File: config.mk
export PLATFORM = sky130hd
export DESIGN_NAME = morse_keying_symbol_decoder
export DESIGN_NICKNAME = d
export VERILOG_FILES = /design/src/hw/rtl/mksd_pkg.sv /design/src/hw/rtl/morse_keying_symbol_decoder.sv /design/src/hw/rtl/mksd_step.sv
export SDC_FILE = /design/constraint.sdc
export NUM_CORES = 1
export LEC_CHECK = 0
export BUFFER_PORTS_ARGS = -buffer_cell sky130_fd_sc_hd__buf_4
export CAP_MARGIN = 15
export CORE_MARGIN = 8
export CORE_UTILIZATION = 40
export DETAILED_ROUTE_END_ITERATION = 10
export HOLD_SLACK_MARGIN = 0.1
export SYNTH_ARGS = -nofsm -noshare
export SYNTH_HDL_FRONTEND = slang
export SYNTH_HIERARCHICAL = 1
export SYNTH_SLANG_ARGS = --single-unit
File: constraint.sdc
create_clock -name clk_i -period 21.5 [get_ports clk_i]
set_clock_uncertainty 0.2 [all_clocks]
set_input_delay 1.075 -clock clk_i [delete_from_list [all_inputs] [get_ports clk_i]]
set_output_delay 1.075 -clock clk_i [all_outputs]
set_load 0.02 [all_outputs]
File: src/hw/rtl/mksd_pkg.sv
// ----------------------------------------------------------------------------
// mksd_pkg
// Shared types, symbol codes and reset values of the Morse keying symbol
// decoder.
// ----------------------------------------------------------------------------
package mksd_pkg;

  localparam int WINDOW_COUNT_BITS_DEF = 16;
  localparam int CFG_DATA_W            = 16;
  localparam int CFG_IDX_W             = 2;
  localparam int MAX_RESULTS           = 8;
  localparam int RES_IDX_W             = 3;
  localparam int RES_CNT_W             = 4;
  localparam int LOOKAHEAD             = 4;

  localparam logic [15:0] WINDOW_LENGTH_RST  = 16'd44100;
  localparam logic [15:0] SILENCE_MARGIN_RST = 16'd1000;
  localparam logic [7:0]  SILENCE_LEVEL_RST  = 8'd0;

  // Decoder advances, in units
  localparam logic [3:0] ADV_DOT   = 4'd1;
  localparam logic [3:0] ADV_GAP   = 4'd1;
  localparam logic [3:0] ADV_DASH  = 4'd3;
  localparam logic [3:0] ADV_SPACE = 4'd3;
  localparam logic [3:0] ADV_WORD  = 4'd9;

  typedef enum logic [2:0] {
    SYM_DOT   = 3'd0,
    SYM_DASH  = 3'd1,
    SYM_SPACE = 3'd2,
    SYM_SLASH = 3'd3,
    SYM_END   = 3'd4
  } symbol_e;

  typedef enum logic [CFG_IDX_W-1:0] {
    CFG_WINDOW_LENGTH  = 2'd0,
    CFG_SILENCE_MARGIN = 2'd1,
    CFG_SILENCE_LEVEL  = 2'd2
  } cfg_idx_e;

  typedef struct packed {
    logic [7:0] sample;
    logic       last_sample;
  } in_t;

  typedef struct packed {
    logic [2:0] symbol;
    logic       last_symbol;
  } out_t;

  typedef struct packed {
    logic [15:0] window_length;
    logic [15:0] silence_margin;
    logic [7:0]  silence_level;
  } cfg_t;

  // Unit lookahead buffer and skip counter
  typedef struct packed {
    logic [3:0] units;
    logic [2:0] fill;
    logic [3:0] skip;
  } dec_t;

  // All symbols caused by one sample
  typedef struct packed {
    logic [MAX_RESULTS-1:0][2:0] sym;
    logic [RES_CNT_W-1:0]        cnt;
  } batch_t;

endpackage

File: src/hw/rtl/morse_keying_symbol_decoder.sv
// ----------------------------------------------------------------------------
// morse_keying_symbol_decoder
// Turns a stream of 8-bit audio samples into Morse symbols.
// ----------------------------------------------------------------------------
// Takes one sample per cycle while in_stall_o is low. Samples are grouped into
// windows of window_length samples; a window whose count of silence_level
// samples reaches window_length - silence_margin is a gap unit, otherwise a
// mark unit. A four-unit lookahead decoder turns units into dot, dash, space,
// or space followed by slash for a word gap; last_sample flushes it and
// appends an end symbol, then all counters and decoder state clear. Each
// sample's symbols (zero to eight) are built in the same cycle into a result
// batch; two batches are held, and the output sends one symbol beat per cycle
// while out_stall_i is low. A sample that yields k symbols is sent as k beats,
// and the input stalls only while a second batch is waiting behind the one
// being sent. Configuration writes take effect on the next sample.
module morse_keying_symbol_decoder #(
  parameter int WindowCountBits = mksd_pkg::WINDOW_COUNT_BITS_DEF
) (
  input  logic                               clk_i,
  input  logic                               rst_ni,
  input  logic                               cfg_we_i,
  input  logic [mksd_pkg::CFG_IDX_W-1:0]     cfg_idx_i,
  input  logic [mksd_pkg::CFG_DATA_W-1:0]    cfg_data_i,
  input  logic                               in_valid_i,
  output logic                               in_stall_o,
  input  mksd_pkg::in_t                      in_data_i,
  output logic                               out_valid_o,
  input  logic                               out_stall_i,
  output mksd_pkg::out_t                     out_data_o
);

  mksd_pkg::cfg_t             cfg_q;
  logic [WindowCountBits-1:0] win_cnt_q, win_cnt_d;
  logic [WindowCountBits-1:0] sil_cnt_q, sil_cnt_d;
  mksd_pkg::dec_t             dec_q, dec_d;
  mksd_pkg::batch_t           new_batch;
  mksd_pkg::batch_t           slot0_q, slot1_q;
  logic                       vld0_q, vld1_q;
  logic [mksd_pkg::RES_IDX_W-1:0] idx_q;

  logic in_accept;
  logic new_vld;
  logic pop;
  logic head_last;
  logic head_done;

  // Configuration registers
  always_ff @(posedge clk_i or negedge rst_ni) begin
    if (!rst_ni) begin
      cfg_q.window_length  <= mksd_pkg::WINDOW_LENGTH_RST;
      cfg_q.silence_margin <= mksd_pkg::SILENCE_MARGIN_RST;
      cfg_q.silence_level  <= mksd_pkg::SILENCE_LEVEL_RST;
    end else if (cfg_we_i) begin
      case (cfg_idx_i)
        mksd_pkg::CFG_WINDOW_LENGTH:  cfg_q.window_length  <= cfg_data_i;
        mksd_pkg::CFG_SILENCE_MARGIN: cfg_q.silence_margin <= cfg_data_i;
        mksd_pkg::CFG_SILENCE_LEVEL:  cfg_q.silence_level  <= cfg_data_i[7:0];
        default: ;
      endcase
    end
  end

  mksd_step #(
    .WindowCountBits(WindowCountBits)
  ) u_step (
    .cfg_i    (cfg_q),
    .data_i   (in_data_i),
    .win_cnt_i(win_cnt_q),
    .sil_cnt_i(sil_cnt_q),
    .dec_i    (dec_q),
    .win_cnt_o(win_cnt_d),
    .sil_cnt_o(sil_cnt_d),
    .dec_o    (dec_d),
    .batch_o  (new_batch)
  );

  assign in_stall_o = vld1_q;
  assign in_accept  = in_valid_i && !in_stall_o;
  assign new_vld    = in_accept && (new_batch.cnt != '0);

  assign out_valid_o            = vld0_q;
  assign head_last              = ({1'b0, idx_q} == slot0_q.cnt - 1'b1);
  assign out_data_o.symbol      = slot0_q.sym[idx_q];
  assign out_data_o.last_symbol = head_last;
  assign pop                    = vld0_q && !out_stall_i;
  assign head_done              = pop && head_last;

  always_ff @(posedge clk_i or negedge rst_ni) begin
    if (!rst_ni) begin
      win_cnt_q <= '0;
      sil_cnt_q <= '0;
      dec_q     <= '0;
    end else if (in_accept) begin
      win_cnt_q <= win_cnt_d;
      sil_cnt_q <= sil_cnt_d;
      dec_q     <= dec_d;
    end
  end

  // Batch queue control: head slot feeds the output, second slot holds the next batch
  always_ff @(posedge clk_i or negedge rst_ni) begin
    if (!rst_ni) begin
      vld0_q <= 1'b0;
      vld1_q <= 1'b0;
      idx_q  <= '0;
    end else if (head_done) begin
      idx_q <= '0;
      if (vld1_q) begin
        vld0_q <= 1'b1;
        vld1_q <= 1'b0;
      end else begin
        vld0_q <= new_vld;
      end
    end else begin
      if (pop) begin
        idx_q <= idx_q + 1'b1;
      end
      if (new_vld) begin
        if (!vld0_q) begin
          vld0_q <= 1'b1;
        end else begin
          vld1_q <= 1'b1;
        end
      end
    end
  end

  always_ff @(posedge clk_i) begin
    if (head_done) begin
      slot0_q <= vld1_q ? slot1_q : new_batch;
    end else if (new_vld) begin
      if (!vld0_q) begin
        slot0_q <= new_batch;
      end else begin
        slot1_q <= new_batch;
      end
    end
  end

  // Assertions
  a_second_needs_head: assert property (@(posedge clk_i) disable iff (!rst_ni)
    vld1_q |-> vld0_q)
    else $error("second batch slot holds data while head slot is empty");

  a_head_nonempty: assert property (@(posedge clk_i) disable iff (!rst_ni)
    vld0_q |-> (slot0_q.cnt != '0) && ({1'b0, idx_q} < slot0_q.cnt))
    else $error("head batch empty or read index past its symbol count");

  a_flush_clears: assert property (@(posedge clk_i) disable iff (!rst_ni)
    in_accept && in_data_i.last_sample |=>
      (dec_q == '0) && (win_cnt_q == '0) && (sil_cnt_q == '0))
    else $error("decoder state not cleared after end of message");

  a_end_last: assert property (@(posedge clk_i) disable iff (!rst_ni)
    out_valid_o && (out_data_o.symbol == mksd_pkg::SYM_END) |-> out_data_o.last_symbol)
    else $error("end-of-message symbol not marked as last beat");

endmodule

File: src/hw/rtl/mksd_step.sv
// ----------------------------------------------------------------------------
// mksd_step
// Next-state and symbol batch logic for one sample: window counting, unit
// push, lookahead decode and end-of-message flush.
// ----------------------------------------------------------------------------
module mksd_step #(
  parameter int WindowCountBits = mksd_pkg::WINDOW_COUNT_BITS_DEF
) (
  input  mksd_pkg::cfg_t               cfg_i,
  input  mksd_pkg::in_t                data_i,
  input  logic [WindowCountBits-1:0]   win_cnt_i,
  input  logic [WindowCountBits-1:0]   sil_cnt_i,
  input  mksd_pkg::dec_t               dec_i,
  output logic [WindowCountBits-1:0]   win_cnt_o,
  output logic [WindowCountBits-1:0]   sil_cnt_o,
  output mksd_pkg::dec_t               dec_o,
  output mksd_pkg::batch_t             batch_o
);

  localparam int CW = WindowCountBits;
  localparam int TW = (CW > 16) ? CW : 16;

  typedef struct packed {
    mksd_pkg::dec_t   ds;
    mksd_pkg::batch_t b;
  } work_t;

  function automatic mksd_pkg::batch_t append(mksd_pkg::batch_t b, logic [2:0] s);
    mksd_pkg::batch_t r;
    r = b;
    if (!b.cnt[mksd_pkg::RES_CNT_W-1]) begin
      r.sym[b.cnt[mksd_pkg::RES_IDX_W-1:0]] = s;
      r.cnt = b.cnt + 1'b1;
    end
    return r;
  endfunction

  function automatic work_t decide(work_t w);
    work_t      r;
    logic [3:0] adv;
    logic [3:0] fill_x;
    logic       u1v;
    logic       u3v;
    r      = w;
    u1v    = (w.ds.fill > 3'd1);
    u3v    = (w.ds.fill > 3'd3);
    fill_x = {1'b0, w.ds.fill};
    if (w.ds.units[0] && u1v && w.ds.units[1]) begin
      r.b = append(r.b, mksd_pkg::SYM_DASH);
      adv = mksd_pkg::ADV_DASH;
    end else if (w.ds.units[0] && u1v && !w.ds.units[1]) begin
      r.b = append(r.b, mksd_pkg::SYM_DOT);
      adv = mksd_pkg::ADV_DOT;
    end else if (!w.ds.units[0] && u1v && w.ds.units[1]) begin
      adv = mksd_pkg::ADV_GAP;
    end else if (!w.ds.units[0] && u3v && !w.ds.units[3]) begin
      r.b = append(r.b, mksd_pkg::SYM_SPACE);
      r.b = append(r.b, mksd_pkg::SYM_SLASH);
      adv = mksd_pkg::ADV_WORD;
    end else begin
      r.b = append(r.b, mksd_pkg::SYM_SPACE);
      adv = mksd_pkg::ADV_SPACE;
    end
    if (adv <= fill_x) begin
      r.ds.units = w.ds.units >> adv;
      r.ds.fill  = w.ds.fill - adv[2:0];
    end else begin
      // advance runs past the buffer: drop the rest as future units
      r.ds.skip  = w.ds.skip + (adv - fill_x);
      r.ds.units = '0;
      r.ds.fill  = '0;
    end
    return r;
  endfunction

  logic [TW-1:0] wl_x;
  logic [CW-1:0] eff;
  logic [TW-1:0] thresh;
  logic [CW-1:0] win_inc;
  logic [CW-1:0] sil_inc;
  logic          win_done;
  logic          unit_bit;
  work_t         w;

  always_comb begin
    wl_x = TW'(cfg_i.window_length);
    eff  = wl_x[CW-1:0];
    if (eff == '0) begin
      eff = CW'(1);
    end
    thresh = (TW'(eff) > TW'(cfg_i.silence_margin))
           ? TW'(eff) - TW'(cfg_i.silence_margin) : '0;
  end

  always_comb begin
    win_inc  = win_cnt_i + 1'b1;
    sil_inc  = (data_i.sample == cfg_i.silence_level) ? sil_cnt_i + 1'b1 : sil_cnt_i;
    win_done = (win_inc == eff);
    unit_bit = !(TW'(sil_inc) >= thresh);
  end

  always_comb begin
    w.ds      = dec_i;
    w.b       = '0;
    win_cnt_o = win_done ? '0 : win_inc;
    sil_cnt_o = win_done ? '0 : sil_inc;

    if (win_done) begin
      if (w.ds.skip != '0) begin
        w.ds.skip = w.ds.skip - 1'b1;
      end else begin
        w.ds.units[w.ds.fill[1:0]] = unit_bit;
        w.ds.fill = w.ds.fill + 1'b1;
        if (w.ds.fill == 3'(mksd_pkg::LOOKAHEAD)) begin
          w = decide(w);
        end
      end
    end

    if (data_i.last_sample) begin
      // flush: units past the end count as neither mark nor gap
      for (int i = 0; i < mksd_pkg::LOOKAHEAD; i++) begin
        if (w.ds.fill != '0) begin
          w = decide(w);
        end
      end
      w.b       = append(w.b, mksd_pkg::SYM_END);
      w.ds      = '0;
      win_cnt_o = '0;
      sil_cnt_o = '0;
    end

    dec_o   = w.ds;
    batch_o = w.b;
  end

endmodule
==> results of run 1 <==
## placed cells by master (no fill, tap or decap), types with 8 or more instances in the layout
master     count
nor2_1       115
mux2_2        98
nand2_1       97
dfrtp_1       76
ha_1          67
inv_1         66
a21oi_1       66
edfxtp_1      56
nand3_1       49
o21ai_0       49
buf_4         43
xnor2_1       40
nor3_1        37
xor2_1        32
nor2b_1       27
and2_1        23
a211oi_1      21
mux2_4        20
a21o_1        18
nor4_1        17
clkbuf_16     17
nand4_1       17
or3_1         17
and3_1        16
nand2b_1      13
dfstp_2       12
mux2i_1       12
nand3b_1      11
a31oi_1        9
o22ai_1        8
a22oi_1        8
o31ai_1        8
## layer usage
metal	share of wire [%]	vias to the layer above	track usage, %
met4	1.6	0	4.75
met5	0	-	0
met1	50	5189	26.8
li1	-	5087	-
met3	4.8	51	2.66
met2	44	335	27.4
## power by group
group / internal, W / total [W] / switching, W
clock network: 0.000158 / 0.000307 / 0.000149
logic: 0.000184 / 0.000432 / 0.000248
registers: 0.000328 / 0.000371 / 0.0000428
total: 0.000670 / 0.00111 / 0.000440
## final timing paths
kind	to	from	slack, ps
setup / recovery	slot1_q[6]	cfg_q[25]	4500
hold / removal	cfg_q[18]	cfg_q[18]	310
setup reg to reg	slot1_q[6]	cfg_q[25]	4500
hold reg to reg	cfg_q[18]	cfg_q[18]	310
max in group asynchronous	dec_q[6]	rst_ni	19610
min in group asynchronous	cfg_q[2]	rst_ni	370
## flip-flops by register name, summed over array words and instances, names as in the netlist
name / cells
slot1_q: 28
slot0_q: 28
win_cnt_q: 16
idx_q: 3
dec_q: 11
sil_cnt_q: 16
in_stall_o: 1
cfg_q: 40
out_valid_o: 1
## logic make-up after synthesis
kind of cell               synth area share (%)
AOI/OAI and AO/OA                          18.8
xor gates and xnor gates                   5.46
adders and majority gates                  7.40
buffers and inverters                      4.52
DFF                                        30.8
muxes                                      13.2
and+or+nand+nor                            19.9
## stage by stage
stage	area, um2	util (%)	cells
floorplan	12700	-	1367
global placement	13200	42.1	1746
detailed placement	13200	42.1	1746
CTS	13800	44.1	1778
global route	13900	44.1	1779
finish	13900	44.1	1779
## cell type report
type | count | area (um2) | area share [%]
Multi-Input combinational cell | 1086 | 8230 | 59.4
Sequential cell | 144 | 3900 | 28.1
Tap cell | 402 | 503 | 3.63
Clock buffer | 17 | 425 | 3.07
Timing Repair Buffer | 44 | 350 | 2.53
Inverter | 71 | 267 | 1.92
Clock inverter | 15 | 189 | 1.36
==> results.py, run 1 <==
metrics = {
    "synth": {
        "synth_top_area_cell": "dfrtp_1",
        "yosysWarnings": 6,
        "netlist_instances": 1367,
        "ys_top_cells_by_count": "nor2_1 (115), mux2_2 (98), nand2_1 (97), dfrtp_1 (76)",
        "synthFlopType": "dfrtp_1",
        "synth_edf_count": 56,
        "yosysTopAreaCellShare_pct": 15.0,
        "ys_seq_area_share_pct": 30.8,
        "synth_cell_types": 115,
        "synth.most_common_cell": "nor2_1",
        "syn_area_per_cell_um2": 9.27,
        "synth.top_cells.by_area": "dfrtp_1 (15%), edfxtp_1 (13%), mux2_2 (8.7%)",
        "async_reset_ff_share_pct": 61.1,
        "syn_nets": 1471,
        "ys_ff_latch": 144,
        "syn-cell-area_um2": 12700,
    },
    "detailed_routing": {
        "dr.pass1.iters": 5,
        "routed_wl_um": 34500,
        "drt_iter0_drc": 1049,
        "drc_errors": 0,
        "ant_nets": 0,
        "via_count": 10700,
        "vias_per_cell": 5.99,
        "wl_per_cell_um": 19.4,
    },
    "critical_path": {
        "end_kind": "flop",
        "cpPeakStageDelay_ps": 600,
        "path_depth": 65,
        "critPathMaxFanout": 28,
        "crit_buf_inv": 6,
        "worstPathRequired_ps": 21390,
        "start_kind": "flop",
        "critical-path-top-delay-family": "compound AO/OA/AOI/OAI gates",
        "critPathKind": "reg2reg",
        "cp_slowest_cell": "o41ai_1",
        "arrival_ps": 16890,
        "worstRegToRegCells": 65,
    },
    "die": {
        "fp.dieW_um": 194,
        "num_rows": 65,
        "initial_core_util_pct": 40.4,
        "die-height_um": 194,
        "io-pin-count": 38,
        "core_area_um2": 31400,
        "die_area_um2": 37600,
    },
    "placed_design": {
        "place_congestion": 0.943,
        "dp_hpwl_um": 26200,
        "port_buffers": 37,
        "preCtsSetupSlack_ps": 4400,
    },
    "timing": {
        "min_period_ps": 17000,
        "min_period_over_period_pct": 79.1,
        "layout_setup_ws_ps": 4500,
        "fmax_ghz": 0.0588,
        "drv_slew": 0,
        "final-setup-viol-count": 0,
        "hold_ws_ps": 312,
        "rsz0062_at_grt": "false",
        "setup_tns_ps": 0,
        "max_slew_margin_pct": 36.4,
        "finalHoldViolCount": 0,
        "max_slew.worst_pin.slew_ps": 951,
    },
    "layout": {
        "nFillCells": 3048,
        "synthToLayoutAreaGrowth_pct": 9.34,
        "fin_nets": 1468,
        "diodes": 0,
        "layout-drive-gt1-share_pct": 20.0,
    },
    "grt": {
        "antenna_found_initial": 0,
        "grt-ovfl-total": 0,
        "grt_pass1_wl_um": 56800,
        "grt_use_total_pct": 18.2,
        "grt_pass1_vias": 10500,
        "grt_start_max_net_pins": 59,
    },
    "cts": {
        "cts_tree": "built",
        "numCtsBuffers": 17,
        "numClockSinks": 144,
        "post_cts_buffers": 0,
        "cts_root_buf": "clkbuf_16",
        "insertion_delay_ps": 430,
        "holdBufCountCts": 0,
        "htreeDepth": 4,
        "cts-resized-gates": 0,
        "clkSlewWorstSetupHoldPaths_ps": 80,
        "clock_path_buffers": 2,
    },
    "hold_path": {
        "min_path_cells": 1,
        "hold_path_class": "reg2reg",
    },
    "power": {
        "power.density_nw_per_um2": 80.1,
        "ir_drop_v": 0.0000519,
        "p_total_w": 0.00111,
        "cellLeakagePower_nw": 5.63,
    },
    "status": {
        "status": "complete, no violations",
    },
    "flow_run": {
        "cap_viol_max_count": 0,
    },
}
No activity file was read; power rests on OpenSTA's default activity.
==> run 2: changes to the inputs <==
- clock period: 21.5 -> 14.29 ns (I/O delays scaled with it)
==> run 2 against run 1 <==
First-iteration DRC count decreased by 24%. Die area unchanged. Sequential share of layout area decreased by 2.1 points.
==> results.py, run 2 (same netlist as run 1, synthesis figures left out) <==
metrics = {
    "grt": {
        "grt_pass1_vias": 10500,
        "grt_use_total_pct": 18.3,
        "grt_pass1_wl_um": 57000,
        "antenna_found_initial": 0,
        "grt_start_max_net_pins": 57,
        "grt-ovfl-total": 0,
    },
    "detailed_routing": {
        "drt_iter0_drc": 800,
        "ant_nets": 0,
        "via_count": 10900,
        "wl_per_cell_um": 19.0,
        "drc_errors": 0,
        "vias_per_cell": 5.86,
        "dr.pass1.iters": 5,
        "routed_wl_um": 35500,
    },
    "critical_path": {
        "worstRegToRegCells": 69,
        "r2r_start": "cfg_q[37]",
        "cp_slowest_cell": "dfstp_2",
        "rrSetupSlack_ps": 550,
        "crit_top_cell": "ha_1",
        "arrival_ps": 13690,
        "critPathMaxFanout": 7,
        "start_kind": "flop",
        "cpPeakStageDelay_ps": 590,
        "setup.worst_path.start": "cfg_q[37]",
        "end_kind": "flop",
        "crit_path_end": "slot1_q[12]",
        "r2r-end": "slot1_q[12]",
        "worstPathRequired_ps": 14240,
        "critPathKind": "reg2reg",
    },
    "power": {
        "ir_drop_v": 0.0000969,
        "cellLeakagePower_nw": 6.10,
        "power.density_nw_per_um2": 120,
    },
    "layout": {
        "fin_nets": 1556,
        "post-route-util_pct": 47.7,
        "layout_commonest_cell": "buf_4",
        "largest_reg_flops": 40,
        "layout-drive-gt1-share_pct": 28.6,
        "regMostFlops": "cfg_q",
        "diodes": 0,
        "synthToLayoutAreaGrowth_pct": 18.0,
        "nFillCells": 2950,
        "largestRegisters": "cfg_q: 40 flops, slot0_q: 28 flops, slot1_q: 28 flops",
        "fin_area_um2": 15000,
        "layout_common_cells": "buf_4 (126), nor2_1 (110), mux2_2 (97), nand2_1 (93), dfrtp_1 (76)",
    },
    "die": {
        "io-pin-count": 38,
        "die_area_um2": 37600,
        "die-height_um": 194,
        "fp.dieW_um": 194,
        "num_rows": 65,
        "initial_core_util_pct": 40.4,
        "core_area_um2": 31400,
    },
    "timing": {
        "max_slew.worst_pin.slew_ps": 965,
        "max_slew_margin_pct": 35.4,
        "finalHoldViolCount": 0,
        "min_period_ps": 13740,
        "min_period_over_period_pct": 96.2,
        "final-setup-viol-count": 0,
        "drv_slew": 0,
        "setup_tns_ps": 0,
        "fmax_ghz": 0.0728,
    },
    "placed_design": {
        "port_buffers": 37,
        "dp_hpwl_um": 27000,
        "place_congestion": 0.951,
        "dpl_cell_area_um2": 13700,
    },
    "status": {
        "status": "complete, no violations",
    },
    "cts": {
        "htreeDepth": 4,
        "cts_tree": "built",
        "clock_path_buffers": 2,
        "numClockSinks": 144,
        "insertion_delay_ps": 430,
        "clkSlewWorstSetupHoldPaths_ps": 60,
        "cts_root_buf": "clkbuf_16",
        "numCtsBuffers": 17,
    },
    "flow_run": {
        "cap_viol_max_count": 0,
    },
    "hold_path": {
        "hold_path_class": "reg2reg",
    },
}
==> run 2: cell type report <==
cell class	instances	area [um2]	share of cell area, %
multi-input cells	1086	8660	57.9
flip-flops and latches	144	3900	26.1
repair buffers	132	1030	6.92
well taps	402	503	3.36
clock buffers	18	429	2.87
inverters	71	267	1.78
clock inverters	14	169	1.13
==> run 2: worst min path at each step <==
| stage | start | endpoint | slack [ps] | cells past startpoint |
|---|---|---|---|---|
| 5_1_grt | cfg_data_i[10] | cfg_q[18] | 320 | 2 |
| 3_3_place_gp | cfg_q[23] | cfg_q[23] | 290 | 1 |
| 4_1_cts | cfg_q[22] | cfg_q[22] | 310 | 1 |
| 3_5_place_dp | cfg_q[22] | cfg_q[22] | 290 | 1 |
| 2_1_floorplan | rst_ni | cfg_q[0] | 220 | 0 |
| 6_report | cfg_q[22] | cfg_q[22] | 310 | 1 |
==> run 2: worst max-delay path, delay by kind of cell, from the launching register on <==
kind                     cells  cell delay (ps)
AO/OA/AOI/OAI               32             5400
XOR/XNOR                     1              200
adder cells (fa/ha/maj)      8             1850
buffers and inverters        4              580
flip-flops                   1              590
multiplexers                 2              480
AND/OR/NAND/NOR             22             4120
==> run 2: where the power goes <==
group	total, W	switching (W)	internal [W]	leakage, nW
combinational	0.000791	0.000436	0.000356	4.17
sequential	0.000549	0.0000554	0.000494	1.64
clock	0.000457	0.000193	0.000264	0.293
==> run 2: repair_timing <==
item,4_1_cts,5_1_grt
hold endpoints to repair,28,0
gates cloned,0,2
hold buffers,1,0
resized for setup,12,71
pin swaps,1,32
buffers inserted,0,26
endpoints found under the setup margin,56,108
==> run 2: metrics by stage <==
step / cells / hold WS [ps] / total power, W / setup slack (ps)
after floorplan: 1367 / 219 / 0.00105 / 9.42
after detailed placement: 1806 / 294 / 0.00126 / -355
final: 1867 / 308 / 0.00180 / 549
after global placement: 1806 / 290 / 0.00125 / -28.8
after CTS: 1839 / 308 / 0.00174 / 9.61
after global routing: 1867 / 323 / 0.00190 / -163
==> run 2: metal layers <==
layer  global-route usage, %  vias up  wire length [um]
met1                    26.3     5346             17300
li1                        -     5273                 -
met2                    28.6      285             15900
met5                       0        -                 0
met3                    2.72       37              1740
met4                    3.90        0               516
